===== src/hdl/terrain_local_variance_classifier_defines.svh =====
// Assertion macros for the terrain variance classifier top level.
`ifndef TERRAIN_LOCAL_VARIANCE_CLASSIFIER_DEFINES_SVH
`define TERRAIN_LOCAL_VARIANCE_CLASSIFIER_DEFINES_SVH
`ifndef SYNTHESIS
// Same-cycle implication, sampled on clk and held off during rst.
`define TLVC_ASSERT_NOW(lbl, cond, prop) \
  lbl: assert property (@(posedge clk) disable iff (rst) (cond) |-> (prop)) \
    else $error("tlvc assertion failed");
// Next-cycle implication, sampled on clk and held off during rst.
`define TLVC_ASSERT_NEXT(lbl, cond, prop) \
  lbl: assert property (@(posedge clk) disable iff (rst) (cond) |=> (prop)) \
    else $error("tlvc assertion failed");
`else
`define TLVC_ASSERT_NOW(lbl, cond, prop)
`define TLVC_ASSERT_NEXT(lbl, cond, prop)
`endif
`endif


===== src/hdl/tlvc_pkg.sv =====
// Types, constants and codes shared by the terrain variance classifier.
`default_nettype none
package tlvc_pkg;

  // Store geometry and sample width.
  localparam int MAX_SIDE    = 256;
  localparam int SAMPLE_BITS = 16;
  localparam int COORD_BITS  = $clog2(MAX_SIDE);
  localparam int ADDR_BITS   = 2 * COORD_BITS;
  localparam int STORE_DEPTH = 1 << ADDR_BITS;

  // Field widths fixed by the interface.
  localparam int POS_BITS      = 8;
  localparam int HEIGHT_BITS   = 16;
  localparam int MAP_SIDE_BITS = 9;
  localparam int LIMIT_BITS    = 32;
  localparam int VAR_BITS      = 32;

  // Signed width that holds a window coordinate before clamping.
  localparam int SIDE_BITS = $clog2(MAX_SIDE + 1);
  localparam int CALC_BITS = ((SIDE_BITS > MAP_SIDE_BITS) ? SIDE_BITS : MAP_SIDE_BITS) + 2;

  // Window walk: offsets run from minus radius to plus radius.
  localparam int WIN_RADIUS = 2;
  localparam int WIN_LAST   = 2 * WIN_RADIUS;
  localparam int WIN_BITS   = $clog2(WIN_LAST + 1);

  // Sum of up to 25 squared differences.
  localparam int SUM_BITS = 2 * SAMPLE_BITS + 5;

  // Divide by 24, four quotient bits per step.
  localparam int VAR_DIVISOR = 24;
  localparam int REM_BITS    = 5;
  localparam int DIGIT_BITS  = 4;
  localparam int DIV_STEPS   = (SUM_BITS + DIGIT_BITS - 1) / DIGIT_BITS;
  localparam int DIV_BITS    = DIV_STEPS * DIGIT_BITS;
  localparam int STEP_BITS   = $clog2(DIV_STEPS + 1);

  // Configuration port.
  localparam int REG_COUNT  = 3;
  localparam int PADDR_BITS = $clog2(4 * REG_COUNT);
  localparam int PDATA_BITS = 32;

  typedef enum logic [1:0] {
    REG_MAP_SIDE     = 2'd0,
    REG_SMOOTH_LIMIT = 2'd1,
    REG_ROUGH_LIMIT  = 2'd2
  } reg_index_t;

  typedef enum logic {
    ACT_WRITE = 1'b0,
    ACT_QUERY = 1'b1
  } action_t;

  typedef enum logic [1:0] {
    CLASS_SMOOTH = 2'd0,
    CLASS_ROUGH  = 2'd1,
    CLASS_SHARP  = 2'd2
  } terrain_class_t;

  typedef struct packed {
    action_t                  action;
    logic [POS_BITS-1:0]      pos_x;
    logic [POS_BITS-1:0]      pos_y;
    logic [HEIGHT_BITS-1:0]   height_value;
  } request_t;

  typedef struct packed {
    terrain_class_t           terrain_class;
    logic [VAR_BITS-1:0]      variance;
  } result_t;

  // Control from the sequencer to the square-accumulate unit.
  typedef struct packed {
    logic clear;
    logic take;
  } acc_ctl_t;

  // Status of the divider.
  typedef struct packed {
    logic busy;
    logic done;
  } div_stat_t;

endpackage
`default_nettype wire


===== src/hdl/tlvc_div24.sv =====
// Iterative divider by 24, several quotient bits per cycle.
`default_nettype none
module tlvc_div24 (
  input  logic                              clk,
  input  logic                              rst,
  input  logic                              start,
  input  logic [tlvc_pkg::SUM_BITS-1:0]     dividend,
  output tlvc_pkg::div_stat_t               stat,
  output logic [tlvc_pkg::DIV_BITS-1:0]     quotient,
  output logic [tlvc_pkg::REM_BITS-1:0]     remainder
);

  logic [tlvc_pkg::DIV_BITS-1:0]   work;
  logic [tlvc_pkg::REM_BITS-1:0]   rem;
  logic [tlvc_pkg::STEP_BITS-1:0]  count;
  logic                            done;
  logic [tlvc_pkg::DIV_BITS-1:0]   work_next;
  logic [tlvc_pkg::REM_BITS-1:0]   rem_next;
  logic [tlvc_pkg::REM_BITS:0]     trial;

  // Restoring steps: shift a dividend bit into the remainder, subtract
  // the divisor where it fits and shift the quotient bit into the word.
  always_comb begin
    work_next = work;
    rem_next  = rem;
    trial     = '0;
    for (int i = 0; i < tlvc_pkg::DIGIT_BITS; i++) begin
      trial     = {rem_next, work_next[tlvc_pkg::DIV_BITS-1]};
      work_next = {work_next[tlvc_pkg::DIV_BITS-2:0], 1'b0};
      if (trial >= (tlvc_pkg::REM_BITS + 1)'(tlvc_pkg::VAR_DIVISOR)) begin
        trial        = trial - (tlvc_pkg::REM_BITS + 1)'(tlvc_pkg::VAR_DIVISOR);
        work_next[0] = 1'b1;
      end
      rem_next = trial[tlvc_pkg::REM_BITS-1:0];
    end
  end

  // Step counter and completion flag.
  always_ff @(posedge clk) begin
    if (rst) begin
      count <= '0;
      done  <= 1'b0;
    end else if (start) begin
      count <= tlvc_pkg::STEP_BITS'(tlvc_pkg::DIV_STEPS);
      done  <= 1'b0;
    end else if (count != '0) begin
      count <= count - 1'b1;
      if (count == tlvc_pkg::STEP_BITS'(1)) begin
        done <= 1'b1;
      end
    end
  end

  // Working word and partial remainder.
  always_ff @(posedge clk) begin
    if (start) begin
      work <= tlvc_pkg::DIV_BITS'(dividend);
      rem  <= '0;
    end else if (count != '0) begin
      work <= work_next;
      rem  <= rem_next;
    end
  end

  assign stat.busy = (count != '0);
  assign stat.done = done;
  assign quotient  = work;
  assign remainder = rem;

endmodule
`default_nettype wire


===== config.mk =====
export PLATFORM = sky130hd
export DESIGN_NAME = tlvc_div24
export DESIGN_NICKNAME = d
export VERILOG_FILES = /design/src/hdl/terrain_local_variance_classifier_defines.svh /design/src/hdl/tlvc_pkg.sv /design/src/hdl/tlvc_div24.sv
export SDC_FILE = /design/constraint.sdc
export NUM_CORES = 1
export LEC_CHECK = 0
export BUFFER_PORTS_ARGS = -buffer_cell sky130_fd_sc_hd__buf_2
export CAP_MARGIN = 15
export CORE_MARGIN = 2
export CORE_UTILIZATION = 30
export CTS_CLUSTER_SIZE = 14
export DETAILED_ROUTE_END_ITERATION = 6
export PLACE_DENSITY = 0.62
export SYNTH_ARGS = -nofsm -noshare
export SYNTH_HDL_FRONTEND = slang
export SYNTH_SLANG_ARGS = --single-unit

===== constraint.sdc =====
create_clock -name clk -period 2.4 [get_ports clk]
set_input_delay 0 -clock clk [delete_from_list [all_inputs] [get_ports clk]]
set_output_delay 0 -clock clk [all_outputs]
set_load 0.005 [all_outputs]

==> impl_metrics.json, run 1 <==
{
  "synth_edf_count": 37,
  "fin_hold_ws_ns": 0.00891,
  "fin_util": 0.420,
  "ys_seq_elements": 50,
  "synth_cell_type_count": 40,
  "synth_mux_area_frac": 0.167,
  "dieWidth_um": 91.9,
  "synth_top_family_by_area": "multiplexers",
  "skew_ns": 0.00842,
  "setup.worst_path.start_class": "flop",
  "gp_congestion": 0.736,
  "synthesis.nets": 212,
  "reg2regPathDepth": 5,
  "grt_max_degree": 29,
  "seq_power_share": 0.558,
  "insertion_delay_ns": 0.30,
  "finalSetupViolCount": 0,
  "synth_cells": 172,
  "wl_per_cell_um": 13.8,
  "grt_usage": 0.129,
  "grt_pass1_vias": 1705,
  "hold_depth": 2,
  "rows": 32,
  "syn_avg_cell_area_um2": 13.5,
  "finalWirelength_um": 5330,
  "intPower_w": 0.00154,
  "synth_compound_area_frac": 0.108,
  "crit_type": "reg2reg",
  "numCtsBuffers": 5,
  "seq_area_frac_synth": 0.592,
  "critPathMaxStageDelay_ns": 0.65,
  "hold_class": "in2reg",
  "gr-total-overflow": 0,
  "switching_share": 0.273,
  "cp.required_ns": 2.44,
  "drive_gt1_frac": 0.477,
  "cp-end-kind": "flop",
  "synth_xor_area_frac": 0.00378,
  "fin_crit_ns": 1.99,
  "core_um2": 7610,
  "yosysTopAreaCellShare": 0.480,
  "post-route-period-util": 0.827,
  "antenna_found_initial": 0,
  "fmax_ghz": 0.504,
  "syn_area_um2": 2320,
  "cts.clk_slew.worst_paths_ns": 0.10,
  "ios": 87,
  "power_switching_w": 0.000578,
  "vias": 1762,
  "cts_tree": "yes",
  "final_hold_viol_count": 0,
  "synthSimpleGateAreaFrac": 0.0843,
  "tns_ns": 0,
  "rsz0062_at_grt": "false",
  "ant_nets": 0,
  "cp_cell_sequence": "nor2b_1, mux2_4, a221o_2, a211oi_1, a21oi_1",
  "diodes": 0,
  "worstMarginPinSlew_ns": 0.514,
  "max_slew_margin": 0.657,
  "final_nets": 322,
  "areaGrowthSynthToFinish_pct": 37.9,
  "ir_worst_vdd_v": 0.000294,
  "clock-sinks": 50,
  "slew_violations": 0,
  "arrival_ns": 2.03,
  "drc": 0,
  "clk_path_buf_depth": 2,
  "start_util": 0.304,
  "async_reset_ff_frac": 0,
  "synth_top_flop_cell": "edfxtp_1",
  "die-area_um2": 8440,
  "fp.dieH_um": 91.9,
  "p_per_area_nw_per_um2": 663,
  "portBuffers": 86,
  "maxCapViolCount": 0,
  "yosys.area.top_type": "edfxtp_1",
  "yosys_warnings": 0,
  "place_hpwl_um": 3570,
  "regArea_um2": 1370,
  "p_leak_nw": 1.32,
  "fillers": 746,
  "status": "finished clean",
  "combPwrFrac": 0.211,
  "htree_levels": 2,
  "clock-root-buffer": "clkbuf_8",
  "drt_first_iter_violations": 35,
  "multi_input_area_um2": 840,
  "drtPass1Iterations": 4,
  "via_per_inst": 4.58,
  "pwr-share-clk": 0.232,
  "synth_area_leaders": "edfxtp_1, mux2_2, dfxtp_1",
  "cp_slowest_cell": "dfxtp_1",
  "synth_fa_ha_area_frac": 0,
  "cp_max_fo": 17,
  "grt_pass1_wl_um": 8470
}
[worst paths after layout]
path                                           startpoint                         to  slack [ns]
worst max-delay path            remainder[3]$_SDFFE_PP0P_      quotient[0]$_DFFE_PP_        0.41
worst max register to register  remainder[3]$_SDFFE_PP0P_      quotient[0]$_DFFE_PP_        0.41
worst min-delay path                         dividend[35]     quotient[35]$_DFFE_PP_       0.009
worst min register to register     quotient[36]$_DFFE_PP_  remainder[0]$_SDFFE_PP0P_        0.51
[power groups by stage]
stage          Clock, W  Combinational (W)  Sequential [W]
6_report       0.000490           0.000446         0.00118
4_1_cts        0.000509           0.000452         0.00118
3_5_place_dp          0           0.000414         0.00120
5_1_grt        0.000545           0.000494         0.00121
3_3_place_gp          0           0.000414         0.00120
2_1_floorplan         0           0.000249         0.00117
[kinds of logic after synthesis]
kind of cell | count (synthesis)
AOI/OAI and AO/OA | 36
xor gates and xnor gates | 1
buffers and inverters | 19
DFF | 50
muxes | 34
and+or+nand+nor | 32
[synth_stat cells (all sizes together) (2+ instances only)]
cell type / instances
nand2: 5
and3b: 2
o21ai: 8
edfxtp: 37
nor2: 9
nor3: 3
a21oi: 8
inv: 5
a22o: 5
mux2: 34
dfxtp: 13
a22oi: 2
buf: 12
a31oi: 2
nor3b: 2
a211oi: 4
nor2b: 3
clkbuf: 2
[critical path: cells and delay by family, from the launching register on]
| family | cells | cell delay (ns) |
|---|---|---|
| DFF | 1 | 0.65 |
| and+or+nand+nor | 1 | 0.12 |
| muxes | 1 | 0.27 |
| AOI/OAI and AO/OA | 3 | 0.68 |
[registers in the layout, indices dropped and copies added, names as in the netlist]
| name | count |
|---|---|
| remainder | 5 |
| count | 4 |
| done | 1 |
| quotient | 40 |
[area by class of cell]
type	instances	share of cell area
clock buffer	6	0.0227
clock inverter	2	0.00470
inverter	5	0.00588
multi-input combinational	103	0.263
sequential	50	0.429
tap	102	0.0400
timing repair buffer	117	0.234
[metrics by stage]
stage | instances | setup WS, ns | power, W | cell area, µm²
global route | 385 | 0.276 | 0.00224 | 3190
global placement | 348 | 0.512 | 0.00161 | 2820
floorplan | 172 | 0.523 | 0.00142 | 2320
finish | 385 | 0.415 | 0.00212 | 3190
CTS | 384 | 0.416 | 0.00214 | 3180
detailed placement | 348 | 0.444 | 0.00161 | 2820
[layout by cell type, fill, tap and decap left out, types with 2 or more instances in the layout]
master          n
buf_2          86
edfxtp_1       37
mux2_2         33
dlygate4sd3_1  29
dfxtp_1        13
a21oi_1         8
nor2_1          8
inv_1           5
nand2_1         5
o21ai_0         5
a22o_1          5
clkbuf_8        5
a211oi_1        4
nor2b_1         3
nor3_1          3
o21ai_1         3
and3b_1         2
a31oi_1         2
a22oi_1         2
clkinvlp_4      2
[metal layers]
metal | track usage | up-vias | routed length, µm
met2 | 0.205 | 60 | 2540
met3 | 0.0329 | 5 | 302
li1 | - | 869 | -
met1 | 0.174 | 828 | 2430
met5 | 0 | - | 0
met4 | 0.0373 | 0 | 51
[repair_timing]
action                                 in CTS  in global routing
endpoints found under the hold margin      32                  1
gates resized for setup                     0                  0
buffers inserted                            0                  0
hold buffers                               28                  1
No activity file was read; power rests on OpenSTA's default activity.
==> run 2, diff against run 1 <==
ABC_AREA = 1   (was not set)
PLACE_DENSITY = 0.65   (was 0.62)
clock period = 1.8 ns   (was 2.4 ns; I/O delays follow)
==> run 2 against run 1 <==
  * Cell area up 0.82%
  * Largest cell class unchanged
  * Wire length up 11%
  * Sequential power up 30%
  * Die area down 3.9%
  * Clock power up 58%
  * Maximum frequency up 22%
  * Core utilization up 2.6 points
  * Critical path depth up 6
  * Flip-flop and latch count unchanged
==> impl_metrics.json, run 2 <==
{
  "drive_gt1_frac": 0.302,
  "cts.clk_slew.worst_paths_ns": 0.09,
  "grt_pass1_wl_um": 9650,
  "cts_tree": "yes",
  "async_reset_ff_frac": 0,
  "slew_violations": 0,
  "insertion_delay_ns": 0.30,
  "finalSetupViolCount": 0,
  "die-area_um2": 8110,
  "tns_ns": 0,
  "regArea_um2": 1370,
  "skew_ns": 0.00884,
  "htree_levels": 2,
  "final_hold_viol_count": 0,
  "gr-total-overflow": 0,
  "final_cell_mix": "nand2_1, buf_2, edfxtp_1",
  "via_per_inst": 4.29,
  "yosys_warnings": 0,
  "finalWirelength_um": 5940,
  "dp_cells": 427,
  "critPathMostFrequentCell": "nand2_1",
  "clock-root-buffer": "clkbuf_8",
  "clock-sinks": 50,
  "p_per_area_nw_per_um2": 907,
  "synth_cell_type_count": 25,
  "syn_avg_cell_area_um2": 8.92,
  "p_leak_nw": 1.57,
  "cp.required_ns": 1.87,
  "final_nets": 410,
  "cts_resized": 0,
  "synth.top_cells.by_count": "nand2_1, edfxtp_1, inv_1",
  "ys_seq_elements": 50,
  "ios": 87,
  "grt_pass1_vias": 2023,
  "synthesis.nets": 289,
  "post-route-period-util": 0.907,
  "seq_area_frac_synth": 0.617,
  "gp_congestion": 0.780,
  "areaGrowthSynthToFinish_pct": 44.9,
  "drt_first_iter_violations": 84,
  "total_power_w": 0.00292,
  "cp_max_fo": 4,
  "fin_hold_ws_ns": 0.0755,
  "hold_class": "in2reg",
  "core_um2": 7210,
  "yosysTopAreaCellShare": 0.500,
  "synth_area_leaders": "edfxtp_1, nand2_1, dfxtp_1",
  "place_hpwl_um": 3960,
  "cp_slowest_cell": "dfxtp_1",
  "maxCapViolCount": 0,
  "vias": 2015,
  "fmax_ghz": 0.612,
  "synth_top_flop_cell": "edfxtp_1",
  "start_util": 0.308,
  "drtPass1Iterations": 4,
  "instances_no_fill": 470,
  "diodes": 0,
  "numCtsBuffers": 5,
  "rows": 31,
  "clk_path_buf_depth": 2,
  "arrival_ns": 1.70,
  "max_slew_margin": 0.773,
  "fillers": 723,
  "design_area_um2": 3220,
  "rsz0062_at_grt": "false",
  "drc": 0,
  "cp-end-kind": "flop",
  "setup.worst_path.start_class": "flop",
  "final_common_cell": "nand2_1",
  "fin_crit_ns": 1.63,
  "grt_max_degree": 44,
  "yosys.area.top_type": "edfxtp_1",
  "syn_area_um2": 2220,
  "worstMarginPinSlew_ns": 0.340,
  "synth_cells": 249,
  "antenna_found_initial": 0,
  "multi_input_area_um2": 718,
  "critPathMaxStageDelay_ns": 0.40,
  "synth.most_common_cell": "nand2_1",
  "dpl-instance-area_um2": 2760,
  "ir_worst_vdd_v": 0.000372,
  "dieWidth_um": 90.1,
  "cp_cell_sequence": "inv_1, nand2_1, nand4_1, nand2_2, clkinv_2, nor2_1, nor2_1, nand2_1, nand2_1, nand2_1, nand2_1",
  "fp.dieH_um": 90.1,
  "portBuffers": 86,
  "crit_type": "reg2reg",
  "largest_reg_flops": 40,
  "synth_edf_count": 37,
  "ant_nets": 0,
  "status": "finished clean",
  "grt_usage": 0.148,
  "wl_per_cell_um": 12.6
}
## run 2: cell types whose count changed in the layout (fill, tap and decap cells not counted), moves of 5 or more
cell,change
mux2_2,-33
nand2_1,+116
nand2_2,+7
inv_1,+10
dlygate4sd3_1,+6
a22o_1,-5
## run 2: final timing paths
check,cells past startpoint,slack [ns],start,endpoint
setup / recovery,11,0.17,remainder[4]$_SDFFE_PP0P_,quotient[0]$_DFFE_PP_
hold / removal,3,0.08,start,count[1]$_SDFFE_PP0P_
setup reg to reg,11,0.17,remainder[4]$_SDFFE_PP0P_,quotient[0]$_DFFE_PP_
hold reg to reg,2,0.46,done$_SDFFE_PP0P_,done$_SDFFE_PP0P_
## run 2: where the power goes
part	internal [W]	total, W	switching (W)
registers	0.00143	0.00153	0.000102
logic	0.000289	0.000615	0.000326
clock network	0.000416	0.000776	0.000360
total	0.00213	0.00292	0.000787
## run 2: per-stage QoR
step	utilization	worst slack [ns]
floorplan	-	0.262
global placement	0.383	0.315
detailed placement	0.383	0.178
CTS	0.446	0.170
global route	0.446	0.0375
finish	0.446	0.167
## run 2: area by class of cell
class / instances / area share
well taps: 99 / 0.0385
clock buffers: 7 / 0.0237
flip-flops and latches: 50 / 0.426
clock inverters: 1 / 0.00933
repair buffers: 126 / 0.258
inverters: 18 / 0.0214
multi-input cells: 169 / 0.223
## run 2: kinds of logic (layout without fill, tap and decap cells)
group,after synthesis,in the layout,share of synthesized area
buffers and inverters,30,152,0.0597
and+or+nand+nor,145,145,0.261
DFF,50,50,0.617
AOI/OAI and AO/OA,24,24,0.0625
## run 2: timing repair
item                                   in CTS  in global routing
buffers inserted                            0                  0
endpoints found under the hold margin      36                  0
setup endpoints to repair                   0                  0
hold buffers                               35                  0
## run 2: critical path: cells and delay by family (launching register included)
family / cells / cell delay [ns]
DFF: 1 / 0.40
buffers and inverters: 2 / 0.15
and+or+nand+nor: 9 / 0.85
## run 2: per-layer routing
layer | up-vias | share of wire | track usage | wire (µm)
li1 | 1037 | - | - | -
met1 | 912 | 0.46 | 0.185 | 2710
met2 | 59 | 0.49 | 0.262 | 2890
met3 | 7 | 0.048 | 0.0327 | 288
met4 | 0 | 0.0093 | 0.0346 | 55
met5 | - | 0 | 0 | 0
