===== config.mk =====
export PLATFORM = sky130hd
export DESIGN_NAME = tlvc_sqacc
export DESIGN_NICKNAME = d
export VERILOG_FILES = /design/src/hdl/terrain_local_variance_classifier_defines.svh /design/src/hdl/tlvc_pkg.sv /design/src/hdl/tlvc_sqacc.sv
export SDC_FILE = /design/constraint.sdc
export NUM_CORES = 1
export LEC_CHECK = 0
export CAP_MARGIN = 40
export CORE_MARGIN = 2
export CORE_UTILIZATION = 35
export CTS_CLUSTER_SIZE = 14
export DETAILED_ROUTE_END_ITERATION = 10
export DONT_BUFFER_PORTS = 1
export GPL_TIMING_DRIVEN = 0
export PLACE_DENSITY = 0.58
export SLEW_MARGIN = 15
export SYNTH_ARGS = -nofsm -noshare
export SYNTH_HDL_FRONTEND = slang
export SYNTH_SLANG_ARGS = --single-unit

===== constraint.sdc =====
create_clock -name clk -period 5.9 [get_ports clk]
set_input_delay 0.59 -clock clk [delete_from_list [all_inputs] [get_ports clk]]
set_output_delay 0.59 -clock clk [all_outputs]
set_load 0.05 [all_outputs]

===== src/hdl/terrain_local_variance_classifier_defines.svh =====
// Assertion macros for the terrain variance classifier top level.
`ifndef TERRAIN_LOCAL_VARIANCE_CLASSIFIER_DEFINES_SVH
`define TERRAIN_LOCAL_VARIANCE_CLASSIFIER_DEFINES_SVH
`ifndef SYNTHESIS
// Same-cycle implication, sampled on clk and held off during rst.
`define TLVC_ASSERT_NOW(lbl, cond, prop) \
  lbl: assert property (@(posedge clk) disable iff (rst) (cond) |-> (prop)) \
    else $error("tlvc assertion failed");
// Next-cycle implication, sampled on clk and held off during rst.
`define TLVC_ASSERT_NEXT(lbl, cond, prop) \
  lbl: assert property (@(posedge clk) disable iff (rst) (cond) |=> (prop)) \
    else $error("tlvc assertion failed");
`else
`define TLVC_ASSERT_NOW(lbl, cond, prop)
`define TLVC_ASSERT_NEXT(lbl, cond, prop)
`endif
`endif


===== src/hdl/tlvc_pkg.sv =====
// Types, constants and codes shared by the terrain variance classifier.
`default_nettype none
package tlvc_pkg;

  // Store geometry and sample width.
  localparam int MAX_SIDE    = 256;
  localparam int SAMPLE_BITS = 16;
  localparam int COORD_BITS  = $clog2(MAX_SIDE);
  localparam int ADDR_BITS   = 2 * COORD_BITS;
  localparam int STORE_DEPTH = 1 << ADDR_BITS;

  // Field widths fixed by the interface.
  localparam int POS_BITS      = 8;
  localparam int HEIGHT_BITS   = 16;
  localparam int MAP_SIDE_BITS = 9;
  localparam int LIMIT_BITS    = 32;
  localparam int VAR_BITS      = 32;

  // Signed width that holds a window coordinate before clamping.
  localparam int SIDE_BITS = $clog2(MAX_SIDE + 1);
  localparam int CALC_BITS = ((SIDE_BITS > MAP_SIDE_BITS) ? SIDE_BITS : MAP_SIDE_BITS) + 2;

  // Window walk: offsets run from minus radius to plus radius.
  localparam int WIN_RADIUS = 2;
  localparam int WIN_LAST   = 2 * WIN_RADIUS;
  localparam int WIN_BITS   = $clog2(WIN_LAST + 1);

  // Sum of up to 25 squared differences.
  localparam int SUM_BITS = 2 * SAMPLE_BITS + 5;

  // Divide by 24, four quotient bits per step.
  localparam int VAR_DIVISOR = 24;
  localparam int REM_BITS    = 5;
  localparam int DIGIT_BITS  = 4;
  localparam int DIV_STEPS   = (SUM_BITS + DIGIT_BITS - 1) / DIGIT_BITS;
  localparam int DIV_BITS    = DIV_STEPS * DIGIT_BITS;
  localparam int STEP_BITS   = $clog2(DIV_STEPS + 1);

  // Configuration port.
  localparam int REG_COUNT  = 3;
  localparam int PADDR_BITS = $clog2(4 * REG_COUNT);
  localparam int PDATA_BITS = 32;

  typedef enum logic [1:0] {
    REG_MAP_SIDE     = 2'd0,
    REG_SMOOTH_LIMIT = 2'd1,
    REG_ROUGH_LIMIT  = 2'd2
  } reg_index_t;

  typedef enum logic {
    ACT_WRITE = 1'b0,
    ACT_QUERY = 1'b1
  } action_t;

  typedef enum logic [1:0] {
    CLASS_SMOOTH = 2'd0,
    CLASS_ROUGH  = 2'd1,
    CLASS_SHARP  = 2'd2
  } terrain_class_t;

  typedef struct packed {
    action_t                  action;
    logic [POS_BITS-1:0]      pos_x;
    logic [POS_BITS-1:0]      pos_y;
    logic [HEIGHT_BITS-1:0]   height_value;
  } request_t;

  typedef struct packed {
    terrain_class_t           terrain_class;
    logic [VAR_BITS-1:0]      variance;
  } result_t;

  // Control from the sequencer to the square-accumulate unit.
  typedef struct packed {
    logic clear;
    logic take;
  } acc_ctl_t;

  // Status of the divider.
  typedef struct packed {
    logic busy;
    logic done;
  } div_stat_t;

endpackage
`default_nettype wire


===== src/hdl/tlvc_sqacc.sv =====
// Shared difference, square and accumulate unit for the window walk.
`default_nettype none
module tlvc_sqacc (
  input  logic                              clk,
  input  logic                              rst,
  input  tlvc_pkg::acc_ctl_t                ctl,
  input  logic [tlvc_pkg::SAMPLE_BITS-1:0]  ref_height,
  input  logic [tlvc_pkg::SAMPLE_BITS-1:0]  sample,
  output logic [tlvc_pkg::SUM_BITS-1:0]     sum
);

  logic [tlvc_pkg::SAMPLE_BITS-1:0]   diff;
  logic [2*tlvc_pkg::SAMPLE_BITS-1:0] square;
  logic                               diff_valid;
  logic                               square_valid;

  // Valid bits follow each sample through the two stages.
  always_ff @(posedge clk) begin
    if (rst || ctl.clear) begin
      diff_valid   <= 1'b0;
      square_valid <= 1'b0;
    end else begin
      diff_valid   <= ctl.take;
      square_valid <= diff_valid;
    end
  end

  // Absolute difference, then its square, one register apart.
  always_ff @(posedge clk) begin
    diff   <= (ref_height >= sample) ? (ref_height - sample) : (sample - ref_height);
    square <= diff * diff;
  end

  // Running sum, cleared when a query is taken.
  always_ff @(posedge clk) begin
    if (rst || ctl.clear) begin
      sum <= '0;
    end else if (square_valid) begin
      sum <= sum + tlvc_pkg::SUM_BITS'(square);
    end
  end

endmodule
`default_nettype wire


==> results of run 1 <==
## worst paths after layout
kind                  endpoint  slack, ns
hold reg to reg   square_valid       0.44
setup reg to reg    square[28]       0.05
hold / removal      diff_valid       0.36
setup / recovery    square[28]       0.05
## layer usage
| layer | up-vias | global-route usage | share of wire |
|---|---|---|---|
| li1 | 4958 | - | - |
| met1 | 4697 | 0.230 | 0.48 |
| met2 | 256 | 0.278 | 0.45 |
| met3 | 30 | 0.0232 | 0.051 |
| met4 | 0 | 0.0345 | 0.014 |
| met5 | - | 0 | 0 |
## critical path, cell delays in order, from the launching register on
cell and delay [ns]:
dfxtp_4 0.36, buf_6 0.12, and2_4 0.15, fa_1 0.51
inv_2 0.04, fa_1 0.52, inv_2 0.05, fa_1 0.51
inv_2 0.04, fa_1 0.52, inv_1 0.05, fa_1 0.47
inv_1 0.05, fa_1 0.51, inv_2 0.05, ha_4 0.25
buf_4 0.14, a21oi_2 0.14, o21ai_2 0.12, a21oi_1 0.15
nor3b_4 0.30, a31o_4 0.22, o21ai_4 0.07, buf_4 0.15
a41o_1 0.23
## area by class of cell
cell class / count / area [sq um] / area share
multi-input combinational: 1077 / 10100 / 0.698
sequential: 86 / 1770 / 0.123
buffer: 44 / 329 / 0.0228
clock inverter: 6 / 51.3 / 0.00355
clock buffer: 10 / 239 / 0.0165
tap: 468 / 586 / 0.0405
inverter: 306 / 1160 / 0.0801
timing repair buffer: 27 / 224 / 0.0155
## flip-flops by register name (all words and copies together) (netlist names)
name,flops
diff,16
square_valid,1
diff_valid,1
sum,37
square,31
## cells by family (layout without fill, tap and decap cells)
group	after synthesis	in the layout	synth area share
adders and majority gates	329	329	0.415
and+or+nand+nor	364	364	0.135
buffers and inverters	355	393	0.105
DFF	86	86	0.134
xor gates and xnor gates	79	79	0.0537
muxes	28	28	0.0221
AOI/OAI and AO/OA	277	277	0.136
## cell usage in the layout, fill, tap and decap left out, types with 25 or more instances in the layout
master   instances
buf_4           26
a21o_1          25
xnor2_1         53
o21ai_0         69
dfxtp_1         70
mux2i_1         25
ha_1           156
nand2_1        143
nor2_1          64
and2_1          53
fa_1           162
xor2_1          26
inv_1          299
a21oi_1         85
## per-stage QoR
| stage | TNS [ns] | std cells | hold WS, ns | area [sq um] |
|---|---|---|---|---|
| 2_1_floorplan | 0 | 1518 | 0.366 | 12900 |
| 3_3_place_gp | -8.27 | 1986 | 0.420 | 13500 |
| 3_5_place_dp | -9.10 | 1986 | 0.422 | 13500 |
| 4_1_cts | 0 | 2009 | 0.347 | 14100 |
| 5_1_grt | -0.733 | 2024 | 0.345 | 14400 |
| 6_report | 0 | 2024 | 0.356 | 14400 |
## what timing repair did
item,in CTS,in global routing
buffers inserted,9,17
hold buffers,0,0
gates cloned,0,1
resized for setup,88,47
pin swaps,7,17
setup endpoints to repair,18,14
==> results.txt, run 1 <==
Classification of the worst-slack hold path: in2reg. The detailed router finished its first iteration with 363 violations. Setup repair after global routing could not meet its margin everywhere. Counting the buffers created by CTS gives 9. TritonCTS built the clock tree. The final net count is 1916, and the share of flip-flops with an asynchronous set or reset after synthesis is 0. After detailed routing, the total wire length is 31300 um. Counting every sink on the clock net gives 86. Number of warning messages in the yosys log: 0. The max-slew violation total from the final report is 0, and the period utilization is 0.992. The initial antenna violation count is 0, and the post-CTS clock slew at the launch and capture registers of the worst setup and hold paths is 0.08 ns.

The clock passes through at most 2 buffers. The proportion of synthesized chip area in sequential cells was 0.134; the port buffer count was 0. The run gives 1883 as the post-synthesis net count.

In the routed layout, each cell is associated on average with a via count of 4.91. 0 antenna diodes ended up in the layout. Growth of design area from synthesis to finish: 12.1%. The core region is 36400 sq um. Total routing resource utilization after global routing: 0.167.

In this run the critical register-to-register path is launched from diff[2]. The post-detailed-placement half-perimeter wirelength was 25700 um. The flow ran to the end, and the final reports show no timing, DRC or antenna violations. After global routing the overflow that remains totals 0. In this run the mean area of a mapped cell was 8.48 sq um. The run gives 0.0101 ns as the maximum clock skew at final layout. Yosys attributes the largest share of cell area to fa_1 (25%), ha_1 (16%), dfxtp_1 (13%). The commonest cells after synthesis are inv_1 (306), ha_1 (165), fa_1 (164). STA puts the critical path data arrival time at 6.09 ns.

Clock latency on the worst-skew pair, taken at its later pin, is 0.36 ns. The type of the worst setup path is reg2reg. The tools report the global-route wire length before repair as 52000 um.

Final core area utilization: 0.396. The congestion estimate from routability-driven global placement came to 0.899. The fraction of post-synthesis cell area in the top cell type by area came out at 0.255. Timing analysis after detailed placement gives a worst setup slack of -0.929 ns. STA classifies the critical path endpoint as a flip-flop. The number of failing setup endpoints in the final timing report came out at 0. Yosys instantiated no cell more often than inv_1. Timing would allow up to 171 MHz. Die span in x: 196 um. During I/O placement, the number of pins put on the boundary was 73.

Among all flip-flop cells after synthesis, the most frequent one is dfxtp_1. The cell area after technology mapping is 12900 sq um. For this run, design rule violations remaining after detail routing come to 0.

The number of fillers in the final layout is 3701, and the final antenna-violating net count is 0. The run gives 0.529 as the normalized max-slew margin. STA puts the critical path data required time at 6.14 ns.

The startpoint of the lowest-slack hold path is ctl[0]. CTS placed an instance of clkbuf_16 at the clock tree root. The number of enable-type register cells in the synthesized netlist is 0, and the max-capacitance violation count is 0. The floorplan step set the die height to 196 um. Number of global-route vias before repair: 10300.

Flip-flop and latch count after synthesis: 86. Count of different cell masters after synthesis: 64. The floorplan step defined a die boundary enclosing 38300 sq um. Number of cells on the worst hold path: 1. Detailed-router iteration count before antenna repair: 5. The worst reg-to-reg path cell count works out to 24. STA classifies the critical path startpoint as a flip-flop. The maximum fanout along the worst path was 4; the vias after detailed routing was 9941. After layout, the worst setup slack is 0.0487 ns. In the final routed layout, each cell accounts on average for 15.5 um. Entering global routing, the biggest net connects 17 pins. The fraction of final layout cells sized beyond drive strength 1 is 0.0958, and the post-route minimum period is 5.85 ns. In this run the core area contains 70 standard-cell rows. The final hold violation count is 0.

In the synthesized netlist, the number of instances is 1518. The clock tree synthesis step divided the H-tree into 3 levels. The cell taking the most area after synthesis was fa_1.

For the initial core utilization, the log shows 0.353. The actual slew at the worst max-slew pin works out to 0.706 ns. Source of the critical timing path: diff[2].
Power of run 1 is not shown: default switching activity piles up to over one toggle a cycle in this logic, so the estimate is an artifact.
==> run 2, diff against run 1 <==
Settings changed: SETUP_SLACK_MARGIN set to 0.3.
==> run 2 against run 1 <==
Effect of this change:
- sequential share of layout area shrank 0.52 points
- highest routed layer unchanged
- fmax grew 0.82%
- critical path depth down 1
- first-iteration DRC count increased by 3.6%
- setup slack gained 0.048 ns
- design area is 4.6% higher
- count of clock-buffer cells in the layout decreased by 1
- flip-flop and latch count is the same
- wire length increased by 3.2%
==> results.txt, run 2 (same netlist as run 1, synthesis figures left out) <==
The run finished with clean final reports. The run gives 0 (unchanged) as the max-slew violation total from the final report. The final core area utilization was 0.415 (+0.0183); the I/O pin count was 73 (unchanged). The growth of design area from synthesis to finish was 17.3%; the buffering stage count on the worst path with inverters included was 8 (-1).

TritonCTS built the clock tree. The logic depth of the worst path, buffers included is 23 (-4.2%). The depth of the CTS H-tree was 3 (unchanged); the number of placement rows was 70 (unchanged). The number of global-route vias before repair came out at 10700 (+3.2%). The worst reg-to-reg path cell count is 23 (-4.2%), and the area after detailed placement is 13500 sq um (+0.35%). The worst setup path is launched from a flip-flop. The run gives 9 (unchanged) as the number of buffers created by CTS.

The number of cells on the worst hold path is 1 (unchanged). Traced cell by cell, the critical path runs through clkbuf_16, buf_6, nand2_4, inv_1, fa_1, inv_1, fa_2, inv_1, fa_2, fa_2, fa_1, inv_1, fa_1, inv_2, ha_4, nand4_1, buf_4, a2111oi_4, nor3b_4, a31o_4, o21ai_4, o41ai_2, a41o_1. The tools report the detailed-router iteration count before antenna repair as 5 (unchanged). The worst hold path begins at ctl[0].

The worst endpoint data arrival time came out at 6.04 ns (-0.05 ns). The post-detailed-placement half-perimeter wirelength is 25900 um (+0.85%). Maximum fanout along the worst path: 5 (+1). For the register-to-register setup slack, the log shows 0.1 ns (+0.05 ns). The run gives 0.34 ns (-0.02 ns) as the worst-skew pair later-pin latency.

The largest registers in the layout are sum: 37 flops, square: 31 flops, diff: 16 flops. The fraction of final layout cells sized beyond drive strength 1 was 0.147 (+0.0509); the vias after detailed routing was 10300 (+3.7%). Setup repair after global routing could not meet its margin everywhere. The number of design rule violations left after detail routing was 0 (unchanged); the routed wirelength normalized by instance count was 15.6 um (+0.88%).

Number of failing setup endpoints in the final timing report: 0 (unchanged). The run gives 2 (unchanged) as the number of buffers on the longest clock path. The final design area excluding fillers is 15100 sq um (+4.6%), and the total inserted antenna cells is 0 (unchanged).

For the global-route wire length before repair, the log shows 53000 um (+1.9%). The post-CTS clock slew at the launch and capture registers of the worst setup and hold paths is 0.07 ns (about the same), and the largest net degree at the start of global routing is 17 (unchanged). The area of the core was 36400 sq um (unchanged). The most common cell after layout, fill and taps aside is inv_1.

Die area: 38300 sq um (unchanged). The worst setup path is of the reg2reg kind. The tools report the final hold violation count as 0 (unchanged). The top achievable clock speed is 172 MHz (+0.82%).

Number of vias per cell after detailed routing: 4.98 (+1.4%). The number of fillers in the final layout is 3625 (-2.1%). The logs give 0.888 (-1.2%) for the weighted congestion at the end of routability-driven global placement and 0.169 (+0.00228) for the total routing resource utilization after global routing.

The classification of the worst-slack hold path was in2reg. For the number of DRC markers after the initial detailed-route iteration, the log shows 376 (+3.6%). The worst reg2reg path endpoint is square[28]. The path with the worst hold slack has its endpoint at diff_valid.

Leftover overflow at the end of global routing: 0 (unchanged). In the layout the commonest cells are inv_1 (292), fa_1 (156), ha_1 (154). The most numerous cell on the critical path was inv_1. The number of flip-flops in the largest register is 37 (unchanged), and the critical path's largest stage delay is 0.53 ns (about the same). The max-capacitance violation count came out at 0 (unchanged).

Grouping stages by cell kind, the critical path spends the most delay in adder cells. The final antenna-violating net count is 0 (unchanged), and the initial core utilization is 0.353 (unchanged). Normalized max-slew margin: 0.547 (+0.0177). Post-route minimum period: 5.80 ns (-0.0477 ns).

For the final non-filler cell total, the log shows 2070 (+2.3%). Counting flops per register, the top entry is sum. The period utilization is 0.984 (-0.00809). STA classifies the critical path endpoint as a flip-flop. The initial antenna violation count came out at 0 (unchanged).

The maximum clock skew at final layout came out at 0.00702 ns (-0.00308 ns). The total placed cells including tap cells came out at 1986 (unchanged). Port buffer count: 0 (unchanged). The tree is rooted in a clkbuf_16. The actual slew at the worst max-slew pin came out at 0.680 ns (-0.0266 ns). The slowest cell on the critical path is fa_2. The logs give 86 (unchanged) for the total number of clock tree sinks and 1962 (+2.4%) for the final net count.

The overall routed net length came out at 32300 um (+3.2%). The height of the chip is 196 um (unchanged), and the number of buffers added to fix hold violations after cts is 0 (unchanged). The tools report the worst flop-to-flop path startpoint as diff[8]. The die span in x works out to 196 um (unchanged).

The worst path required time was 6.14 ns (about the same).
[run 2: what timing repair did]
item                                    CTS  global route
resized for setup                       109            91
setup buffers                            32            36
endpoints found under the setup margin   19            16
pin swaps                                37            56
hold endpoints to repair                  0             0
[run 2: worst register-to-register path, stage by stage, from the launching register on]
cell and delay, ns:
dfxtp_4 0.35, clkbuf_16 0.15, buf_6 0.13, nand2_4 0.07, inv_1 0.06, fa_1 0.52
inv_1 0.05, fa_2 0.52, inv_1 0.05, fa_2 0.53, fa_2 0.44, fa_1 0.48
inv_1 0.05, fa_1 0.49, inv_2 0.05, ha_4 0.29, nand4_1 0.13, buf_4 0.17
a2111oi_4 0.34, nor3b_4 0.10, a31o_4 0.28, o21ai_4 0.16, o41ai_2 0.07, a41o_1 0.20
[run 2: routing by layer]
metal / global-route usage / up-vias / share of wire / wire [um]
li1: - / 5038 / - / -
met1: 0.229 / 4927 / 0.46 / 14900
met2: 0.286 / 308 / 0.46 / 14900
met3: 0.0260 / 38 / 0.059 / 1920
met4: 0.0356 / 0 / 0.016 / 530
met5: 0 / - / 0 / 0
[run 2: through the flow]
stage,setup TNS [ns],hold slack [ns],setup slack (ns)
after global placement,-4.05,0.418,-0.541
after floorplan,0,0.366,0.275
final,0,0.360,0.0965
after global routing,-0.112,0.352,-0.0535
after detailed placement,-4.91,0.421,-0.592
after CTS,0,0.348,0.173
[run 2: worst max path at each step]
stage               startpoint          to  slack, ns
detailed placement     diff[4]  square[31]      -0.59
CTS                    diff[1]  square[28]       0.17
global placement      diff[10]  square[29]      -0.54
global route           diff[3]  square[28]      -0.05
finish                 diff[8]  square[28]        0.1
floorplan              diff[5]  square[28]       0.27
[run 2: cell type report]
| class | instances | area (sq um) | share of cell area |
|---|---|---|---|
| Inverter | 306 | 1160 | 0.0768 |
| Clock buffer | 9 | 225 | 0.0149 |
| Multi-Input combinational cell | 1077 | 10300 | 0.681 |
| Sequential cell | 86 | 1770 | 0.117 |
| Clock inverter | 7 | 78.8 | 0.00522 |
| Buffer | 49 | 424 | 0.0281 |
| Timing Repair Buffer | 68 | 569 | 0.0377 |
| Tap cell | 468 | 586 | 0.0388 |
Power of run 2 is left out for the same reason.
==> run 3, diff against run 2 <==
Settings changed: CORE_UTILIZATION 35 to 55, PLACE_DENSITY 0.58 to 0.8, SKIP_CTS_REPAIR_TIMING set to 1.
==> run 3 against run 2 <==
Effect of this change:
- flip-flop and latch count unchanged
- clock skew up 0.0068 ns
- register-to-register slack worse by 0.03 ns
- worst hold slack gained 0.0056 ns
- first-iteration DRC count increased by 61%
- count of clock-buffer cells in the layout is 1 higher
- die area decreased by 36%
- fmax decreased by 0.57%
- wire length shrank 7.0%
==> results.txt, run 3 (same netlist as run 1, synthesis figures left out) <==
The tools report the number of placement rows as 55 (-21%). The worst-skew pair later-pin latency is 0.35 ns (about the same), and the number of failing setup endpoints in the final timing report is 0 (unchanged). The area of the core came out at 22800 sq um (-37%). The final hold violation count was 0 (unchanged). The critical path in this run is classified as reg2reg. The die span in x was 157 um (-20%). The growth of design area from synthesis to finish is 10.2%, and the number of cells on the worst hold path is 1 (unchanged).

The I/O pin count was 73 (unchanged). Global-route wire length before repair: 48600 um (-8.2%). The register with the most flip-flops in the final layout is sum.

Register-to-register setup slack: 0.06 ns (-0.03 ns). The worst path required time was 6.13 ns (about the same); the critical path's largest stage delay was 0.52 ns (about the same). The max-slew violation total from the final report is 0 (unchanged). The amount of wire on met3 after detailed routing is 1760 um (-8.1%), and the number of global-route vias before repair is 10600 (-0.70%).

The slowest cell on the critical path is fa_1. The tools report the end point of the worst hold path as diff_valid. For the largest net degree at the start of global routing, the log shows 16 (-1).

The run gives 0 (unchanged) as the number of design rule violations left after detail routing. The tools report the overall routed net length as 30000 um (-7.0%). The worst register-to-register path ends at square[28]. The signal on the critical path passes through and2_1, inv_1, fa_1, inv_1, fa_1, inv_1, fa_1, inv_1, fa_1, fa_1, inv_1, fa_1, inv_1, ha_2, nand4_1, nor2_2, a21oi_1, nor3b_4, a31o_4, o21ai_4, o41ai_2, a41o_1. The worst hold path begins at ctl[0]. The largest registers in the layout are sum: 37 flops, square: 31 flops, diff: 16 flops.

The tools report the number of DRC markers after the initial detailed-route iteration as 605 (+61%). Most common cell after layout, fill and taps aside: inv_1. The startpoint identified for the worst register-to-register timing path is diff[5]. For the top achievable clock speed, the log shows 171 MHz (-0.57%). The final antenna-violating net count was 0 (unchanged). The total inserted antenna cells came out at 0 (unchanged). The total number of clock tree sinks was 86 (unchanged).

The tools report the element type at the critical path start as a flip-flop. The height of the chip is 157 um (-20%). The logs give 0.519 (-0.0277) for the normalized max-slew margin and 3 (unchanged) for the depth of the CTS H-tree. In the layout the commonest cells are inv_1 (298), fa_1 (163), ha_1 (156). For the initial antenna violation count, the log shows 0 (unchanged). The leftover overflow at the end of global routing was 0 (unchanged). Actual slew at the worst max-slew pin: 0.721 ns (+0.0415 ns). The final design area excluding fillers was 14200 sq um (-6.1%).

The tools report the detailed-router iteration count before antenna repair as 5 (unchanged). The number of flip-flops in the largest register was 37 (unchanged). The initial core utilization is 0.565 (+0.212).

The kind of cell with the highest combined delay along the critical path is adder cells. TritonCTS built the clock tree. The wire length on met2 is 14700 um (-1.3%), and the period utilization is 0.989 (+0.00566). The port buffer count was 0 (unchanged); the max-capacitance violation count was 0 (unchanged).

The vias after detailed routing was 10300 (+0.029%). The run gives 12700 um (-15%) as the sum of routed wire segments on met1. The number of buffers created by CTS was 9 (unchanged); the die area was 24700 sq um (-36%). Cell chosen for the clock root: clkbuf_16. The run finished with clean final reports.

Routed signal wires occupy layers up through met4. The logs give 2 (unchanged) for the number of buffers on the longest clock path and 0.0138 ns (+0.00676 ns) for the maximum clock skew at final layout. The post-CTS clock slew at the launch and capture registers of the worst setup and hold paths is 0.07 ns (about the same), and the worst endpoint data arrival time is 6.07 ns (+0.03 ns).

The number of vias per cell after detailed routing was 5.51 (+11%). The total routing resource utilization after global routing is 0.244 (+0.0748), and the buffering stage count on the worst path with inverters included is 6 (-2). The tools report the post-detailed-placement half-perimeter wirelength as 24500 um (-5.4%). Classification of the worst-slack hold path: in2reg.

The maximum fanout along the worst path was 8 (+3). Setup repair after global routing could not meet its margin everywhere. Fraction of final layout cells sized beyond drive strength 1: 0.0969 (-0.0498). The worst reg-to-reg path cell count was 22 (-4.3%). The area after detailed placement came out at 13300 sq um (-1.4%). The weighted congestion at the end of routability-driven global placement was 0.931 (+4.9%); the routed wirelength normalized by instance count was 16.1 um (+2.9%).

The post-route minimum period works out to 5.84 ns (+0.0334 ns). The worst setup path is captured at a flip-flop. Final net count: 1918 (-2.2%).
-- run 3: final cells by class --
type | instances | area, sq um
flip-flops and latches | 86 | 1770
repair buffers | 24 | 180
clock buffers | 10 | 229
inverters | 306 | 1150
well taps | 313 | 392
fillers | 1904 | 8590
plain buffers | 49 | 333
multi-input cells | 1077 | 10100
clock inverters | 6 | 43.8
-- run 3: how the worst max path moves through the flow --
stage	endpoint	cells past startpoint	start	slack [ns]
finish	square[28]	22	diff[5]	0.06
global route	square[28]	22	diff[5]	-0.16
CTS	square[31]	21	diff[10]	-0.56
detailed placement	square[31]	20	diff[4]	-0.53
global placement	square[28]	19	diff[5]	-0.39
floorplan	square[28]	19	diff[5]	0.27
-- run 3: worst reg2reg max path: stages, from the launching register on --
cell and delay, ns:
dfxtp_4 0.42, and2_1 0.19, inv_1 0.06, fa_1 0.48, inv_1 0.06, fa_1 0.49, inv_1 0.05, fa_1 0.52
inv_1 0.06, fa_1 0.48, fa_1 0.52, inv_1 0.05, fa_1 0.48, inv_1 0.04, ha_2 0.38, nand4_1 0.26
nor2_2 0.22, a21oi_1 0.09, nor3b_4 0.18, a31o_4 0.26, o21ai_4 0.14, o41ai_2 0.07, a41o_1 0.21
-- run 3: metal layers --
metal | track usage | vias up
li1 | - | 4959
met2 | 0.438 | 324
met4 | 0.0693 | 0
met3 | 0.0314 | 65
met1 | 0.308 | 4966
met5 | 0 | -
-- run 3: per-stage QoR --
step           hold WS, ns   util  setup TNS (ns)  setup WS, ns  instances
2_1_floorplan        0.366      -               0         0.275       1518
3_3_place_gp         0.418  0.585           -2.26        -0.391       1831
3_5_place_dp         0.421  0.585           -3.82        -0.528       1831
4_1_cts              0.361  0.597           -4.17        -0.563       1847
5_1_grt              0.365  0.623          -0.716        -0.156       1871
6_report             0.366  0.623               0        0.0631       1871
Power of run 3 is left out for the same reason.
